### src/sv/kabf_pkg.sv
// kabf_pkg: shared constants and helper functions for the kalman angle/bias filter
// no dependencies

package kabf_pkg;

    localparam int CHANNELS = 3;
    localparam int CH_W = 2;
    localparam int FRAC = 24;

    localparam logic [30:0] RESET_Q_ANGLE = 31'd204682;
    localparam logic [30:0] RESET_Q_BIAS  = 31'd45298;
    localparam logic [30:0] RESET_R_MEAS  = 31'd167772;

    localparam logic [1:0] REG_Q_ANGLE = 2'd0;
    localparam logic [1:0] REG_Q_BIAS  = 2'd1;
    localparam logic [1:0] REG_R_MEAS  = 2'd2;

    localparam logic ACT_UPDATE = 1'b0;
    localparam logic ACT_SET    = 1'b1;

    // saturate a 66-bit signed value to 32 bits
    function automatic logic signed [31:0] sat32(input logic signed [65:0] x);
        logic signed [31:0] r;
        if (x > 66'sd2147483647)
            r = 32'sh7fffffff;
        else if (x < -66'sd2147483648)
            r = 32'sh80000000;
        else
            r = x[31:0];
        return r;
    endfunction

    // round to nearest (ties up) then shift right by FRAC, floor
    function automatic logic signed [65:0] rnd24(input logic signed [65:0] p);
        logic signed [65:0] t;
        t = p + 66'sd8388608;
        return t >>> FRAC;
    endfunction

endpackage

### src/sv/kabf_mul.sv
// kabf_mul: shared signed multiplier, 33x34 split into two 33x17/33x18 halves,
// low half first; depends on kabf_pkg

module kabf_mul
    import kabf_pkg::*;
(
    input  logic                clk,
    input  logic                rst_n,
    input  logic                start,
    input  logic signed [32:0]  a,
    input  logic signed [33:0]  b,
    output logic                done,
    output logic signed [65:0]  prod_rnd
);

    logic [1:0]          phase_reg;
    logic signed [32:0]  a_reg;
    logic signed [33:0]  b_reg;
    logic signed [65:0]  acc_reg;
    logic signed [50:0]  pp;
    logic                lo_phase;

    assign lo_phase = phase_reg[0];
    // low half unsigned 16 bits, high half signed 18 bits
    assign pp = lo_phase ? a_reg * $signed({1'b0, b_reg[15:0]})
                         : a_reg * $signed(b_reg[33:16]);

    always_ff @(posedge clk or negedge rst_n)
    begin
        if (!rst_n)
        begin
            phase_reg <= 2'd0;
        end
        else
        begin
            if (start)
                phase_reg <= 2'd1;
            else if (phase_reg == 2'd1)
                phase_reg <= 2'd2;
            else
                phase_reg <= 2'd0;
        end
    end

    always_ff @(posedge clk)
    begin
        if (start)
        begin
            a_reg <= a;
            b_reg <= b;
        end
        if (phase_reg == 2'd1)
            acc_reg <= 66'(pp);
        else if (phase_reg == 2'd2)
            acc_reg <= acc_reg + (66'(pp) <<< 16);
    end

    logic done_reg;
    always_ff @(posedge clk or negedge rst_n)
    begin
        if (!rst_n)
            done_reg <= 1'b0;
        else
            done_reg <= (phase_reg == 2'd2);
    end

    assign done     = done_reg;
    assign prod_rnd = rnd24(acc_reg);

endmodule

### config.mk
export PLATFORM = sky130hd
export DESIGN_NAME = kabf_mul
export DESIGN_NICKNAME = d
export VERILOG_FILES = /design/src/sv/kabf_pkg.sv /design/src/sv/kabf_mul.sv
export SDC_FILE = /design/constraint.sdc
export NUM_CORES = 2
export LEC_CHECK = 0
export ABC_AREA = 1
export BUFFER_PORTS_ARGS = -buffer_cell sky130_fd_sc_hd__buf_4
export CAP_MARGIN = 20
export CORE_ASPECT_RATIO = 1.2
export CORE_UTILIZATION = 25
export CTS_CLUSTER_DIAMETER = 120
export CTS_CLUSTER_SIZE = 24
export DETAILED_ROUTE_END_ITERATION = 6
export GPL_TIMING_DRIVEN = 0
export PLACE_DENSITY = 0.49
export SLEW_MARGIN = 20
export SYNTH_ARGS = -nofsm -noshare
export SYNTH_HDL_FRONTEND = slang
export SYNTH_SLANG_ARGS = --single-unit
### constraint.sdc
create_clock -name clk -period 10.96 [get_ports clk]
set_input_delay 2.192 -clock clk [delete_from_list [all_inputs] [get_ports clk]]
set_output_delay 2.192 -clock clk [all_outputs]
set_load 0.03 [all_outputs]
==> flow_metrics.tcl <==
set metrics [dict create \
    grt_max_degree 70 \
    crit_required_ns 11.27 \
    synth_ff_type "edfxtp_1" \
    routed_via_density 4.55 \
    max_cap_viol_count 0 \
    drt_iter0_drc 2963 \
    clk_latency_ns 0.58 \
    synthDistinctLibCells 53 \
    async_flop_share_pct 2.50 \
    holdBufCountCts 0 \
    grt_overflow_total 0 \
    io_buffers 136 \
    fin_ws_ns 0.463 \
    synth.ff_latch_count 120 \
    synthCells 6882 \
    worstSetupPathType "reg2reg" \
    startpoint_type "flop" \
    arrival_ns 10.80 \
    postPlaceCellArea_sq_mm 0.0555 \
    status "complete, but fails checks" \
    cts_inserted_buffers 17 \
    cp-endpoint "acc_reg[65]" \
    rows 181 \
    startpoint "b_reg[7]" \
    syn2layout_area_growth_pct 9.84 \
    gr-usage-all-layers_pct 21.4 \
    worst_pin_slew_ns 1.28 \
    n_fill_cell 22500 \
    drc 4 \
    period_needed_ns 10.50 \
    stdcell_area_sq_mm 0.0561 \
    finalSetupTns_ns 0 \
    cpMostUsedCell "nand2_1" \
    fmax_ghz 0.0953 \
    hold_violations 0 \
    setup_viol 0 \
    ant_nets 0 \
    clock_path_buffers 2 \
    cts-root-buf "clkbuf_16" \
    critPathCaptureType "flop" \
    post_cts_resized 0 \
    drt-total-wl_um 217000 \
    yosys_warnings 0 \
    finalNetCount 8479 \
    syn_nets 8322 \
    largest_register_ffs 50 \
    ff2ff_path_depth 38 \
    finClkSkew_ns 0.0270 \
    cts.clk_slew.worst_paths_ns 0.06 \
    cts_setup_buffers 0 \
    first_pass_iters 7 \
    crit_slowest_cell "clkbuf_1" \
    r2r_setup_slack_ns 0.46 \
    h-tree-depth 4 \
    worstReg2RegEnd "acc_reg[65]" \
    holdWs_ns 0.521 \
    die_y_um 497 \
    slew_headroom_pct 14.8 \
    die-area_sq_mm 0.206 \
    grt_setup_unrepaired "false" \
    wire_per_inst_um 22.3 \
    final_max_slew_viol_count 0 \
    grt_antenna_before_repair 2 \
    cp_max_fo 10 \
    violations "design-rule violations" \
    start_util_pct 25.2 \
    synth_edf_count 117 \
    grt_pass1_wl_um 320000 \
    syn_area_sq_mm 0.0511 \
    place_ws_ns 0.622 \
    rr_startpoint "b_reg[7]" \
    cts_num_sinks 120 \
    vias 44200 \
    syn_area_per_cell_sq_um 7.42 \
    cts_tree "done" \
    dieWidth_um 415 \
    first_global_vias 47500 \
    slowest_delay_ns 1.00 \
    drive_gt1_share_pct 3.67 \
    routabilityCongestion 0.966 \
    hold_path.class "reg2reg" \
    ios 137 \
    hpwlAfterDp_um 188000 \
    post-route-period-util_pct 95.8 \
    core_area_sq_mm 0.203 \
    ys_seq_area_share_pct 7.03 \
]
## kinds of logic after synthesis
kind of cell	Yosys count	share of synthesized area (%)
buf+inv	2319	17.2
fa+ha+maj	1370	49.3
simple gates	2554	20.3
xor+xnor	80	1.37
flops	120	7.03
compound gates	439	4.75
## area by class of cell
| type | instances | area [sq um] | area share [%] |
|---|---|---|---|
| antenna | 2 | 5.00 | 0.00892 |
| buffer | 313 | 1290 | 2.30 |
| clock buffer | 18 | 429 | 0.765 |
| clock inverter | 13 | 193 | 0.344 |
| inverter | 2006 | 7530 | 13.4 |
| multi-input combinational | 4443 | 38700 | 69.0 |
| sequential | 120 | 3590 | 6.40 |
| tap | 2653 | 3320 | 5.92 |
| timing repair buffer | 138 | 1050 | 1.87 |
## how the worst min path moves through the flow
stage	end	from	cells after the start	slack (ns)
floorplan	done	phase_reg[1]	1	0.48
global placement	done	phase_reg[1]	1	0.50
detailed placement	done	phase_reg[1]	1	0.51
CTS	done	phase_reg[1]	1	0.53
global route	done	phase_reg[1]	1	0.55
finish	done	phase_reg[1]	1	0.52
## stage by stage
step	utilization, %	instances
2_1_floorplan	-	6882
3_3_place_gp	27.3	9671
3_5_place_dp	27.3	9673
4_1_cts	27.6	9704
5_1_grt	27.6	9705
6_report	27.6	9706
## Yosys cell counts (47+ instances only)
library cell	instances	area (sq um)
inv_1	2002	7510
nand2_1	1818	6820
fa_1	1073	21500
nor2_1	321	1200
ha_1	297	3720
clkbuf_1	276	1040
nand3_1	229	1150
a21oi_1	205	1030
o21ai_0	146	731
edfxtp_1	117	3510
xor2_1	50	438
nor3_1	47	235
## cell usage in the layout (no fill, tap or decap), types with 5 or more instances in the layout
master	instances
nor2_1	321
a31oi_1	5
nor3_1	47
and2_1	22
xnor2_1	30
a21boi_0	9
nand3b_1	12
buf_4	160
nor4_1	17
nand2_1	1818
o21bai_1	25
a21oi_1	205
nand4_1	41
o21a_1	12
clkbuf_1	266
clkbuf_16	17
o21ai_0	145
xor2_1	49
clkbuf_2	11
edfxtp_1	117
buf_1	11
inv_1	2001
ha_1	297
nand3_1	229
fa_1	1073
a21o_1	17
or2_2	28
## worst max-delay path: cells and delay by family (launching register included)
| family | cells | cell delay, ns |
|---|---|---|
| AND/OR/NAND/NOR | 20 | 3.24 |
| adder cells (fa/ha/maj) | 8 | 3.61 |
| AO/OA/AOI/OAI | 1 | 0.83 |
| flip-flops | 1 | 0.32 |
| buffers and inverters | 9 | 2.21 |
## layer usage
| metal | vias to the layer above | global-route usage (%) | wire length, um |
|---|---|---|---|
| met1 | 22400 | 24.6 | 83000 |
| met4 | 2 | 12.7 | 15000 |
| met2 | 1389 | 38.1 | 109000 |
| li1 | 20100 | - | - |
| met3 | 376 | 2.38 | 9680 |
| met5 | - | 0 | 9 |
Power is not shown: default switching activity piles up to over one toggle a cycle in this logic, so the estimate is an artifact.
