==> src/sv/kabf_pkg.sv <==
// kabf_pkg: shared constants and helper functions for the kalman angle/bias filter
// no dependencies

package kabf_pkg;

    localparam int CHANNELS = 3;
    localparam int CH_W = 2;
    localparam int FRAC = 24;

    localparam logic [30:0] RESET_Q_ANGLE = 31'd204682;
    localparam logic [30:0] RESET_Q_BIAS  = 31'd45298;
    localparam logic [30:0] RESET_R_MEAS  = 31'd167772;

    localparam logic [1:0] REG_Q_ANGLE = 2'd0;
    localparam logic [1:0] REG_Q_BIAS  = 2'd1;
    localparam logic [1:0] REG_R_MEAS  = 2'd2;

    localparam logic ACT_UPDATE = 1'b0;
    localparam logic ACT_SET    = 1'b1;

    // saturate a 66-bit signed value to 32 bits
    function automatic logic signed [31:0] sat32(input logic signed [65:0] x);
        logic signed [31:0] r;
        if (x > 66'sd2147483647)
            r = 32'sh7fffffff;
        else if (x < -66'sd2147483648)
            r = 32'sh80000000;
        else
            r = x[31:0];
        return r;
    endfunction

    // round to nearest (ties up) then shift right by FRAC, floor
    function automatic logic signed [65:0] rnd24(input logic signed [65:0] p);
        logic signed [65:0] t;
        t = p + 66'sd8388608;
        return t >>> FRAC;
    endfunction

endpackage

==> src/sv/kabf_div.sv <==
// kabf_div: restoring signed divider, 56-bit dividend by 33-bit divisor,
// one quotient bit per cycle, truncating; depends on kabf_pkg

module kabf_div
    import kabf_pkg::*;
(
    input  logic                clk,
    input  logic                rst_n,
    input  logic                start,
    input  logic signed [31:0]  num_p,     // numerator is num_p * 2^24
    input  logic [32:0]         den,       // positive divisor
    output logic                done,
    output logic signed [31:0]  quo
);

    localparam int NW = 56;

    logic [5:0]      cnt_reg;
    logic            busy_reg;
    logic            neg_reg;
    logic [NW-1:0]   q_reg;
    logic [33:0]     r_reg;
    logic [32:0]     d_reg;
    logic            done_reg;
    logic [33:0]     r_sh;
    logic [33:0]     r_sub;

    assign r_sh  = {r_reg[32:0], q_reg[NW-1]};
    assign r_sub = r_sh - {1'b0, d_reg};

    always_ff @(posedge clk or negedge rst_n)
    begin
        if (!rst_n)
        begin
            busy_reg <= 1'b0;
            done_reg <= 1'b0;
            cnt_reg  <= '0;
        end
        else
        begin
            done_reg <= 1'b0;
            if (start)
            begin
                busy_reg <= 1'b1;
                cnt_reg  <= 6'(NW - 1);
            end
            else if (busy_reg)
            begin
                cnt_reg <= cnt_reg - 6'd1;
                if (cnt_reg == 6'd0)
                begin
                    busy_reg <= 1'b0;
                    done_reg <= 1'b1;
                end
            end
        end
    end

    always_ff @(posedge clk)
    begin
        if (start)
        begin
            neg_reg <= num_p[31];
            q_reg   <= {(num_p[31] ? 32'(-num_p) : 32'(num_p)), 24'd0};
            r_reg   <= '0;
            d_reg   <= den;
        end
        else if (busy_reg)
        begin
            if (!r_sub[33])
            begin
                r_reg <= r_sub;
                q_reg <= {q_reg[NW-2:0], 1'b1};
            end
            else
            begin
                r_reg <= r_sh;
                q_reg <= {q_reg[NW-2:0], 1'b0};
            end
        end
    end

    logic signed [65:0] qs;
    assign qs = neg_reg ? -$signed({10'd0, q_reg}) : $signed({10'd0, q_reg});
    assign done = done_reg;
    assign quo  = sat32(qs);

endmodule

==> config.mk <==
export PLATFORM = sky130hd
export DESIGN_NAME = kabf_div
export DESIGN_NICKNAME = d
export VERILOG_FILES = /design/src/sv/kabf_pkg.sv /design/src/sv/kabf_div.sv
export SDC_FILE = /design/constraint.sdc
export NUM_CORES = 1
export LEC_CHECK = 0
export ABC_CLOCK_PERIOD_IN_PS = 11600
export BUFFER_PORTS_ARGS = -buffer_cell sky130_fd_sc_hd__buf_2
export CORE_ASPECT_RATIO = 1.25
export CORE_MARGIN = 2
export CORE_UTILIZATION = 47
export DETAILED_ROUTE_END_ITERATION = 16
export GPL_ROUTABILITY_DRIVEN = 0
export GPL_TIMING_DRIVEN = 0
export PLACE_DENSITY = 0.77
export SYNTH_ARGS = -nofsm -noshare
export SYNTH_HDL_FRONTEND = slang
export SYNTH_SLANG_ARGS = --single-unit
==> constraint.sdc <==
create_clock -name clk -period 11.6 [get_ports clk]
set_clock_uncertainty 0.15 [all_clocks]
set_input_delay 2.32 -clock clk [delete_from_list [all_inputs] [get_ports clk]]
set_output_delay 2.32 -clock clk [all_outputs]
set_load 0.01 [all_outputs]
==> impl_metrics.yaml <==
setup_path:
  critPathMaxFanout: 10
  path_buf_inv: 3
  arrival_ps: 4630
  cp.required_ps: 9130
  end_kind: "primary output"
  crit_type: "reg -> out"
  cpMaxStageDelayCell: "or4b_2"
  cpPeakStageDelay_ps: 650
  cp_cell_sequence: "clkbuf_1, nor4_1, and4_1, nand3_1, nor2_1, xor2_1, or4b_2, a2111oi_4, nand4_2, and2_1, clkbuf_1, o21ai_0, buf_2"
  cp-start-kind: "flip-flop"
  path_common_cell: "clkbuf_1"
  cpLargestDelayFamily: "simple AND/OR/NAND/NOR gates"
sta:
  setup_viol: 0
  finalMaxSlewViolations: 0
  fin_setup_tns_ps: 0
  slew_headroom_pct: 18.27
  tightest_slew_ps: 1225
  period_share_pct: 61.18
  final.min_clock_period_ps: 7097
  hold_viol: 0
  max_freq_ghz: 0.1409
  worst_slack_ps: 4503
  rsz0062_at_grt: "no"
floorplanning:
  floorplan.initialDensity_pct: 47.45
  ioPinCount: 101
  core_sq_um: 19960
  die_h_um: 162.7
  rows: 58
  die-width_um: 131.0
  dieArea_sq_um: 21310
logic_synthesis:
  synth_nets: 1201
  synthFlopType: "edfxtp_1"
  async_reset_ff_share_pct: 6.107
  syn_area_per_cell_sq_um: 8.648
  synth_edf_count: 66
  ys_types: 80
  ys_ff_latch: 131
  yosys_warnings: 0
  netlist_area_sq_um: 9469
  synth_seq_area_share_pct: 35.10
  synth_cells: 1095
clocking:
  clock_latency_ps: 430
  clockBufferDepth: 2
  cts_buffers: 17
  htreeDepth: 4
  clk_pin_slew_ps: 60
  clock_tree.root_cell: "clkbuf_16"
  cts_resized: 0
  cts_tree: "done"
  cts_sinks: 131
  post_cts_buffers: 0
  holdBufCountCts: 0
routing:
  wl_per_cell_um: 16.72
  wl_um: 25040
  ant_nets: 0
  vias: 8752
  drt-pass1-iter-count: 5
  drc_errors: 0
  vias_per_cell: 5.842
  drt_iter0_markers: 798
place:
  post-place-ws_ps: 4947
  dp_hpwl_um: 18840
  portBuffers: 100
finish:
  largest_reg_flops: 56
  drive_gt1_share_pct: 13.61
  fin_nets: 1320
  syn2layout_area_growth_pct: 15.78
flow_run:
  drv_cap: 0
global_route:
  grt_pass1_wl_um: 40720
  grt_usage_pct: 24.17
  grt_pass1_vias: 8250
  antenna_found_initial: 1
  grt_remaining_overflow: 0
  grt_max_degree: 36
pwr:
  vdd_drop_max_mv: 0.1028
  power_mw: 2.138
  p_leak_nw: 4.596
  pwr_density_cell_nw_per_um2: 195.1
outcome:
  status: "finished clean"
hold_path:
  hp-class: "reg -> reg"
-- metrics by stage --
step	cells	util, %	cell area [sq um]	hold WS [ps]
CTS	1497	54.92	10960	334.4
finish	1498	54.93	10960	330.4
detailed placement	1465	51.65	10310	326.6
global placement	1465	51.65	10310	316.4
global route	1497	54.92	10960	380.6
floorplan	1095	-	9469	302.6
-- cell usage after synthesis, drive strengths merged, types with 20 or more instances --
| cell type | number | area (sq um) |
|---|---|---|
| mux2i | 30 | 300.3 |
| a22o | 28 | 245.2 |
| dfxtp | 57 | 1141 |
| ha | 37 | 462.9 |
| o21ai | 81 | 405.4 |
| xnor2 | 55 | 481.7 |
| o31ai | 26 | 209.0 |
| a311oi | 20 | 175.2 |
| nand3 | 24 | 120.1 |
| edfxtp | 66 | 1982 |
| nor2 | 97 | 364.1 |
| clkbuf | 50 | 187.7 |
| inv | 56 | 210.2 |
| nand2b | 23 | 143.9 |
| a21oi | 36 | 180.2 |
| nand2 | 119 | 446.7 |
| xor2 | 46 | 402.9 |
-- metal layers --
metal  track usage, %  wire, um  up-vias
li1                 -         -     4266
met1            28.73     10320     4101
met2            43.29     12760      333
met3            4.566      1330       52
met4            7.979       638        0
met5                0         0        -
-- cells by family (layout without fill, tap and decap cells) --
logic type               Yosys count  after routing  share of synthesized area [%]
buffers and inverters            122            254                          5.180
flip-flops                       131            131                          35.10
multiplexers                      31             31                          3.290
AND/OR/NAND/NOR                  387            387                          20.67
AO/OA/AOI/OAI                    285            285                          21.33
other                              0              1                              0
XOR/XNOR                         101            101                          9.342
adder cells (fa/ha/maj)           38             38                          5.100
-- placed cells by master (no fill, tap or decap), types with 9 or more instances in the layout --
cell,n
or4_1,15
ha_1,37
o41ai_1,13
mux2i_1,30
clkbuf_16,22
nor2_1,97
nor2b_1,9
nand2_1,119
and2_1,9
a22o_1,28
dfxtp_1,57
xor2_1,46
xnor2_1,55
nand3_1,24
nand2b_1,23
edfxtp_1,66
buf_2,105
o31ai_1,25
nor3_1,17
o21ai_0,75
and3_1,10
nor4_1,14
clkbuf_1,51
nand4_1,10
a311oi_1,20
a21oi_1,36
inv_1,56
-- worst paths after layout --
| path | endpoint | cells after the start | slack [ps] | from |
|---|---|---|---|---|
| setup reg to reg | r_reg[8] | 14 | 7210 | q_reg[55] |
| min in group asynchronous | cnt_reg[0] | 1 | 1580 | rst_n |
| hold / removal | r_reg[28] | 2 | 330 | r_reg[28] |
| setup / recovery | quo[23] | 13 | 4500 | q_reg[17] |
| max in group asynchronous | cnt_reg[3] | 1 | 9550 | rst_n |
| hold reg to reg | r_reg[28] | 2 | 330 | r_reg[28] |
-- worst min-delay path, stage by stage, from the launching register on --
cell and delay, ps:
dfxtp_1 320, nand2_1 50, o21ai_0 60
-- area by class of cell --
class                           count  area, sq um
Antenna cell                        1        2.502
Buffer                             65        276.5
Clock buffer                       25        581.8
Clock inverter                      7        71.32
Fill cell                        1777         8994
Inverter                           57        214.0
Multi-Input combinational cell    842         5655
Sequential cell                   131         3323
Tap cell                          270        337.8
Timing Repair Buffer              100        500.5
-- where the power goes --
| part | switching [mW] | leakage, nW | internal (mW) | total (mW) |
|---|---|---|---|---|
| logic | 0.543 | 3.03 | 0.369 | 0.912 |
| clock network | 0.209 | 0.327 | 0.372 | 0.581 |
| registers | 0.0759 | 1.24 | 0.569 | 0.645 |
(Power assumes the default switching activity.)
